### config.mk
export PLATFORM = sky130hd
export DESIGN_NAME = unique_value_fifo
export DESIGN_NICKNAME = d
export VERILOG_FILES = /design/src/design/uvf_pkg.sv /design/src/design/uvf_cell.sv /design/src/design/unique_value_fifo.sv
export SDC_FILE = /design/constraint.sdc
export NUM_CORES = 1
export LEC_CHECK = 0
export BUFFER_PORTS_ARGS = -buffer_cell sky130_fd_sc_hd__buf_2
export CORE_ASPECT_RATIO = 0.7
export CORE_MARGIN = 8
export CORE_UTILIZATION = 65
export DETAILED_ROUTE_END_ITERATION = 16
export GPL_TIMING_DRIVEN = 0
export PLACE_DENSITY = 0.85
export SYNTH_ARGS = -nofsm -noshare
export SYNTH_HDL_FRONTEND = slang
export SYNTH_HIERARCHICAL = 1
export SYNTH_SLANG_ARGS = --single-unit
### constraint.sdc
create_clock -name clock -period 10.9 [get_ports clock]
set_input_delay 1.09 -clock clock [delete_from_list [all_inputs] [get_ports clock]]
set_output_delay 1.09 -clock clock [all_outputs]
set_load 0.005 [all_outputs]
### src/design/uvf_pkg.sv
// ----------------------------------------------------------------------------
// uvf_pkg
// Shared types and constants for the unique-value FIFO and its storage cells.
// ----------------------------------------------------------------------------
package uvf_pkg;

   localparam int DEFAULT_DEPTH = 16;
   localparam int DATA_W        = 32;
   localparam int OCC_W         = 5;

   typedef enum logic {
      REQ_PUSH = 1'b0,
      REQ_POP  = 1'b1
   } req_kind_type;

   typedef enum logic [1:0] {
      ST_DONE  = 2'd0,
      ST_FULL  = 2'd1,
      ST_DUP   = 2'd2,
      ST_EMPTY = 2'd3
   } status_type;

   // Broadcast from the control logic to every cell in the row.
   typedef struct packed {
      logic              push_en;
      logic              pop_en;
      logic [DATA_W-1:0] value;
   } cell_ctrl_type;

endpackage

### src/design/uvf_cell.sv
// ----------------------------------------------------------------------------
// uvf_cell
// One storage slot of the FIFO: holds a word and its valid bit, compares the
// pushed word against its own, loads at the tail and shifts toward the head.
// ----------------------------------------------------------------------------
module uvf_cell (
   input  logic                   clock,
   input  logic                   reset,
   input  uvf_pkg::cell_ctrl_type ctrl,
   input  logic                   prev_valid,
   input  logic                   next_valid,
   input  logic [uvf_pkg::DATA_W-1:0] next_value,
   output logic                   valid,
   output logic [uvf_pkg::DATA_W-1:0] value,
   output logic                   match
);
   import uvf_pkg::*;

   logic              valid_ff, valid_in;
   logic [DATA_W-1:0] value_ff, value_in;

   always_comb begin
      valid_in = valid_ff;
      value_in = value_ff;
      if (ctrl.pop_en) begin
         valid_in = next_valid;
         value_in = next_value;
      end else if (ctrl.push_en && !valid_ff && prev_valid) begin
         // first empty slot is the tail
         valid_in = 1'b1;
         value_in = ctrl.value;
      end
   end

   always_ff @(posedge clock) begin
      if (reset) begin
         valid_ff <= 1'b0;
      end else begin
         valid_ff <= valid_in;
      end
      value_ff <= value_in;
   end

   assign valid = valid_ff;
   assign value = value_ff;
   assign match = valid_ff && (value_ff == ctrl.value);

endmodule

### src/design/unique_value_fifo.sv
// ----------------------------------------------------------------------------
// unique_value_fifo
// FIFO of signed 32-bit words that rejects a push of a word already queued.
// ----------------------------------------------------------------------------
// The queue is a row of DEPTH cells with the head in cell 0. Each request
// (push or pop) is served thus: every cell compares its word with the pushed
// word in parallel, a push loads the first empty cell, and a pop shifts every
// cell one place toward the head. One result word per request comes out of an
// output register, so a new request is accepted every cycle while rsp_ready
// holds. A push to a full queue reports full even if the word is a duplicate;
// popped_value is zero for every request other than a successful pop.
// ----------------------------------------------------------------------------
module unique_value_fifo #(
   parameter int DEPTH = uvf_pkg::DEFAULT_DEPTH
) (
   input  logic                              clock,
   input  logic                              reset,
   input  logic                              req_valid,
   output logic                              req_ready,
   input  logic                              req_type,
   input  logic signed [uvf_pkg::DATA_W-1:0] req_push_value,
   output logic                              rsp_valid,
   input  logic                              rsp_ready,
   output logic [1:0]                        rsp_status,
   output logic signed [uvf_pkg::DATA_W-1:0] rsp_popped_value,
   output logic [uvf_pkg::OCC_W-1:0]         rsp_occupancy,
   output logic                              rsp_is_empty,
   output logic                              rsp_is_full
);
   import uvf_pkg::*;

   localparam int CNT_W = $clog2(DEPTH + 1);

   cell_ctrl_type     ctrl;
   logic [DEPTH-1:0]  valid_vec;
   logic [DEPTH-1:0]  match_vec;
   logic [DATA_W-1:0] cell_value [DEPTH];

   logic [CNT_W-1:0]  count_ff, count_in;
   logic              rsp_valid_ff, rsp_valid_in;
   status_type        status_ff, status_in;
   logic [DATA_W-1:0] popped_ff, popped_in;
   logic [OCC_W-1:0]  occ_ff, occ_in;
   logic              empty_ff, empty_in;
   logic              full_ff, full_in;

   logic accept, is_full, is_empty, dup;

   assign req_ready = !rsp_valid_ff || rsp_ready;
   assign accept    = req_valid && req_ready;
   assign is_full   = (count_ff == CNT_W'(DEPTH));
   assign is_empty  = (count_ff == '0);
   assign dup       = |match_vec;

   always_comb begin
      ctrl.value   = req_push_value;
      ctrl.push_en = 1'b0;
      ctrl.pop_en  = 1'b0;
      status_in    = ST_DONE;
      popped_in    = '0;
      count_in     = count_ff;
      if (req_kind_type'(req_type) == REQ_PUSH) begin
         if (is_full) begin
            status_in = ST_FULL;
         end else if (dup) begin
            status_in = ST_DUP;
         end else begin
            ctrl.push_en = accept;
            count_in     = count_ff + CNT_W'(1);
         end
      end else begin
         if (is_empty) begin
            status_in = ST_EMPTY;
         end else begin
            ctrl.pop_en = accept;
            popped_in   = cell_value[0];
            count_in    = count_ff - CNT_W'(1);
         end
      end
      occ_in   = OCC_W'(count_in);
      empty_in = (count_in == '0);
      full_in  = (count_in == CNT_W'(DEPTH));
      rsp_valid_in = accept ? 1'b1 : (rsp_valid_ff && !rsp_ready);
   end

   for (genvar i = 0; i < DEPTH; i++) begin : g_cell
      logic              prev_v, next_v;
      logic [DATA_W-1:0] next_d;
      if (i == 0) begin : g_head
         assign prev_v = 1'b1;
      end else begin : g_body
         assign prev_v = valid_vec[i-1];
      end
      if (i == DEPTH - 1) begin : g_tail
         assign next_v = 1'b0;
         assign next_d = '0;
      end else begin : g_inner
         assign next_v = valid_vec[i+1];
         assign next_d = cell_value[i+1];
      end
      uvf_cell u_cell (
         .clock      (clock),
         .reset      (reset),
         .ctrl       (ctrl),
         .prev_valid (prev_v),
         .next_valid (next_v),
         .next_value (next_d),
         .valid      (valid_vec[i]),
         .value      (cell_value[i]),
         .match      (match_vec[i])
      );
   end

   always_ff @(posedge clock) begin
      if (reset) begin
         count_ff     <= '0;
         rsp_valid_ff <= 1'b0;
      end else begin
         if (accept) begin
            count_ff <= count_in;
         end
         rsp_valid_ff <= rsp_valid_in;
      end
      if (accept) begin
         status_ff <= status_in;
         popped_ff <= popped_in;
         occ_ff    <= occ_in;
         empty_ff  <= empty_in;
         full_ff   <= full_in;
      end
   end

   assign rsp_valid        = rsp_valid_ff;
   assign rsp_status       = status_ff;
   assign rsp_popped_value = popped_ff;
   assign rsp_occupancy    = occ_ff;
   assign rsp_is_empty     = empty_ff;
   assign rsp_is_full      = full_ff;

   // valid bits track the count
   a_count_matches: assert property (@(posedge clock) disable iff (reset)
      $countones(valid_vec) == int'(count_ff))
      else $error("cell valid bits disagree with count");

   // valid cells are contiguous from the head
   a_contiguous: assert property (@(posedge clock) disable iff (reset)
      (valid_vec & (valid_vec + DEPTH'(1))) == '0)
      else $error("gap in valid cells");

   // a rejected request never returns a word
   a_reject_zero: assert property (@(posedge clock) disable iff (reset)
      rsp_valid && (rsp_status != ST_DONE) |-> rsp_popped_value == '0)
      else $error("rejected request returned data");

   // a successful pop shrinks the queue by one
   a_pop_count: assert property (@(posedge clock) disable iff (reset)
      accept && ctrl.pop_en |=> count_ff == $past(count_ff) - CNT_W'(1))
      else $error("pop did not decrement count");

endmodule
* Yosys cells after proc, flatten, opt, wreduce, memory -nomap -nowiden
Index checks and enable logic that the tools add are counted.
** Storage, ports and cells
- Flip-flop bits (word level) :: 575
- Bits of input ports :: 37
- Word-level logic and storage cells :: 222
** Cells by class
- Add/subtract/negate cells :: 2
- Equal/unequal tests :: 18
- Muxes and demuxes :: 74
- Bitwise logic cells :: 1
- Reduce and logical (&&, ||, !) cells :: 88
** Operators with widths (count)
- two-way mux 32 bit :: 30
- == test 32 bit :: 16
- logical AND 1 bit :: 49
- two-way mux 1 bit :: 36
- nonzero test 2 bit :: 15
- two-way mux 5 bit :: 4
- zero test 1 bit :: 18
- OR reduction 16 bit :: 1
- == test 5 bit (second input constant) :: 2
- zero test 5 bit :: 2
- two-way mux 2 bit :: 4
- adder 5 x 1 -> 5 bit (second input constant) :: 1
- subtractor 5 x 1 -> 5 bit (second input constant) :: 1
- OR reduction 2 bit :: 2
- logical OR 1 bit :: 1
- NOT 1 bit :: 1

* Longest topological paths before layout
- Word-level depth :: 10
- Depth in mapped cells :: 11

* Hierarchy
Netlist, hierarchy kept.
** Modules (own cells, without submodules)
- uvf_cell :: times used 16, cells each 118, area each 1751.7 um^2
- unique_value_fifo :: times used 1, cells each 167, area each 2127.0 um^2

* Worst setup path before layout
Ideal clock, no wire load.
- Path type :: input to register
- Start :: in req_push_value[20] (netlist bit)
- End :: reg g_cell[0].u_cell.value_ff[0] (enable)
- Arrival time :: 4.508 ns
- Data required time :: 10.470 ns
- Path slack :: 5.962 ns
- Cell stages on the path :: 10
- Buffers on the path :: 0
- Path through :: xor2_1 a2111oi_2 o2111ai_1 nor4_2 nor4_1 nand4_1 or2_1 nor2_1 nand2_1 o21bai_1
** RTL lines
- start: declaration :: RTL line unique_value_fifo.sv:21 : input logic signed [uvf_pkg::DATA_W-1:0] req_push_value,
- end signal: assignment :: RTL line uvf_cell.sv:41 : value_ff <= value_in;
- end: declaration :: RTL line uvf_cell.sv:20 : logic [DATA_W-1:0] value_ff, value_in;

==> results.md <==
- Period utilization: 55.67%
- Primary FF master, synth: edfxtp_1
- Status: finished, final reports clean
- Clock skew: 0.01849 ns
- Fin. Hold Viols: 0
- Drt initial violations: 1519
- Met2 GRT Util: 30.47%
- Critical path endpoint category: register
- First-pass GRT wire length: 96.14 mm
- Worst R2R Start: g_cell[10].u_cell/value[16]$_DFFE_PP_
- Clk sinks: 575
- Max-cap viol count: 0
- Max Clk Rate: 164.8 MHz
- Dpl cell area: 31610 µm²
- Yosys warns: 6
- Crit-path cells: buf_2 -> a2111oi_2 -> o2111ai_1 -> nor4_2 -> nor4_1 -> nand4_1 -> or2_1 -> nor2_1 -> nand2_1 -> o21bai_4
- Fill cells: 2894
- Reg2Reg Depth: 10
- Fin. max-slew vios: 0
- Gr usage total: 22.35%
- Worst skew pair latency: 0.59 ns
- Slowest CP cell: nor2_1
- Routed WL: 60.70 mm
- Hold path startpoint: rsp_valid$_SDFF_PP0_
- Initial core utilization: 65.32%
- Setup Slack @ Placement: 4.303 ns
- Final WS setup: 4.831 ns
- Post-route cell area: 33180 µm²
- I/O Pins: 80
- Remaining global-route overflow: 0
- Hold slack: 0.5385 ns
- Chip height: 196.2 µm
- Hold-critical path depth: 2
- Root buf cell: clkbuf_16
- #FFs+latches synth: 575
- Core area: 46160 µm²
- Cell Count Post-Placement: 2777
- Post-Synthesis Cells: 2055
- Worst reg-to-reg setup slack: 5.62 ns
- Actual slew at the worst max-slew pin: 1.146 ns
- Met3 usage: 4.160%
- Number of synthesized flops with an enable pin: 553
- Drt first pass iters: 8
- Crit path kind: in -> reg
- Leakage dissipation: 0.01135 µW
- Post-synth cell types: 54
- Reg clk slew, reported paths: 0.06 ns
- Row cnt: 66
- Htree depth: 2
- Routed WL per cell: 21.14 µm
- Final GP Congestion: 0.8078
- PwrDens: 156.5 nW/µm²
- Cts bufs inserted: 54
- RSZ-0062 raised after global routing: false
- Hold Buf Count CTS: 0
- Antenna Nets Post-Route: 0
- Port Buffers: 78
- Register area share after synthesis: 56.53%
- CTS max path bufs: 3
- Largest net degree at the start of global routing: 49
- Post CTS Setup Buffer Count: 0
- Initial antenna violation count: 0
- Fin nets: 2260
- Cts repair resizes: 0
- Hold Crit Class: reg -> reg
- Vias post-DR: 17.13k
- Most Crowded Layer GR: met1
- Ant. Diodes: 0
- Chip Width: 273.4 µm
- Die area: 53650 µm²
- Vias per cell: 5.966
- Layout Cells excl Fill: 2871
- Detailed-route DRC error count: 0
- Cell area after synthesis: 30150 µm²
- Crit-path max FO: 48
- Data arrival, critical path: 6.27 ns
- Syn_area_per_cell: 14.67 µm²
- Area added between synthesis and finish: 10.04%
- Post-synth ARST share: 0%
- TritonCTS clock tree: built
- Critical R2R Capture: g_cell[15].u_cell/value[17]$_DFFE_PP_
- Final setup violation count: 0
- Rel. slew slack: 23.29%
- Layout cell share with drive strength beyond 1: 24.75%
- Max stage delay on crit path: 0.88 ns
- Grt met1 use: 36.80%
- Setup TNS: 0 ns
- Fin crit period: 6.069 ns
- VDD IR max: 118.5 µV
- Required @ worst endpoint: 11.10 ns
- Setup crit start kind: input port
- Vias in the first global route: 16.87k
- HPWL Detailed: 44.64 mm
- Hold worst-path end: rsp_valid$_SDFF_PP0_
==> area by class of cell <==
| type | count | area, µm² | share of cell area [%] |
|---|---|---|---|
| inverters | 37 | 138.9 | 0.4186 |
| well taps | 612 | 765.7 | 2.308 |
| clock buffers | 76 | 1465 | 4.416 |
| clock inverters | 18 | 106.4 | 0.3205 |
| repair buffers | 78 | 390.4 | 1.176 |
| multi-input cells | 1404 | 12930 | 38.98 |
| flip-flops and latches | 575 | 17050 | 51.37 |
| plain buffers | 71 | 335.3 | 1.011 |
==> state kept, by name, indices dropped and copies added (netlist names) <==
signal / flops
rsp_is_empty: 1
rsp_occupancy: 5
rsp_valid: 1
count_ff: 5
g_cell.u_cell/value: 512
rsp_popped_value: 32
g_cell.u_cell/valid: 16
rsp_is_full: 1
rsp_status: 2
==> synth_stat cells, drive strengths merged (3+ instances only) <==
library cell | number | area share [%]
xor2 | 432 | 13
o21a | 17 | 0.45
nand3 | 18 | 0.30
nor4 | 116 | 2.7
nand2b | 4 | 0.083
o21bai | 17 | 0.46
clkbuf | 21 | 0.26
nand4 | 18 | 0.37
o21ai | 4 | 0.079
and2 | 33 | 0.70
a21oi | 24 | 0.40
a21o | 3 | 0.075
a2111oi | 16 | 0.80
dfxtp | 22 | 1.5
nor2 | 10 | 0.12
xnor2 | 65 | 1.9
nand2 | 36 | 0.45
o2111ai | 16 | 0.46
mux2 | 513 | 19
buf | 50 | 0.85
edfxtp | 553 | 55
inv | 37 | 0.46
nor3 | 5 | 0.12
==> worst max-delay path by stage <==
stage	cells after the start	slack [ns]	startpoint	endpoint
global route	10	4.56	req_push_value[1]	g_cell[6].u_cell/value[22]$_DFFE_PP_
global placement	10	3.03	req_push_value[1]	g_cell[15].u_cell/value[13]$_DFFE_PP_
detailed placement	10	4.30	req_push_value[1]	g_cell[15].u_cell/value[17]$_DFFE_PP_
finish	10	4.83	req_push_value[1]	g_cell[15].u_cell/value[17]$_DFFE_PP_
floorplan	10	5.96	req_push_value[20]	g_cell[0].u_cell/value[0]$_DFFE_PP_
CTS	10	4.90	req_push_value[1]	g_cell[15].u_cell/value[22]$_DFFE_PP_
==> cell usage in the layout (no fill, tap or decap), types with 3 or more instances in the layout <==
cell	count
edfxtp_1	553
xor2_1	432
mux2_2	289
mux2_1	224
buf_2	127
nor4_1	100
xnor2_1	65
clkbuf_16	55
clkbuf_1	41
nand2_1	36
conb_1	34
and2_1	30
a21oi_1	24
dfxtp_1	22
inv_1	20
nand4_1	18
nand3_1	18
inv_2	17
o21bai_4	17
a2111oi_2	16
o2111ai_1	16
nor4_2	16
o21a_1	16
nor2_1	10
clkinv_1	10
clkinv_2	6
nand2b_1	4
and2_2	3
a21o_1	3
nor3_1	3
==> worst max-delay path, delay by kind of cell <==
family | cells | cell delay [ns]
and+or+nand+nor | 6 | 3.00
buffers and inverters | 1 | 0.76
AOI/OAI and AO/OA | 3 | 1.34
==> layer usage <==
metal  vias to the layer above  wire (µm)
li1                       8030          -
met1                      8527      30590
met2                       510      24550
met3                        61       4799
met4                         0        760
met5                         -          0
==> metrics by stage <==
step                util [%]  power [µW]
floorplan                  -        3252
global placement       68.09        3459
detailed placement     68.48        3494
CTS                    71.88        5220
global route           71.88        5375
finish                 71.88        5192
==> logic make-up (layout without fill, tap and decap cells) <==
| group | after synthesis | after routing | share of synthesized area [%] |
|---|---|---|---|
| DFF | 575 | 575 | 56.53 |
| xor gates and xnor gates | 497 | 497 | 14.44 |
| muxes | 514 | 514 | 19.19 |
| other | 2 | 34 | 0.02491 |
| and+or+nand+nor | 251 | 251 | 5.166 |
| AOI/OAI and AO/OA | 106 | 106 | 2.996 |
| buffers and inverters | 108 | 280 | 1.573 |
| adders and majority gates | 2 | 2 | 0.08297 |
==> power breakdown <==
part | internal [µW] | leakage [µW] | switching, µW
clock | 953 | 0.000766 | 779
combinational | 306 | 0.00530 | 413
sequential | 2650 | 0.00528 | 96.2
total | 3900 | 0.0113 | 1290
Power figures use the tool's default switching activity.
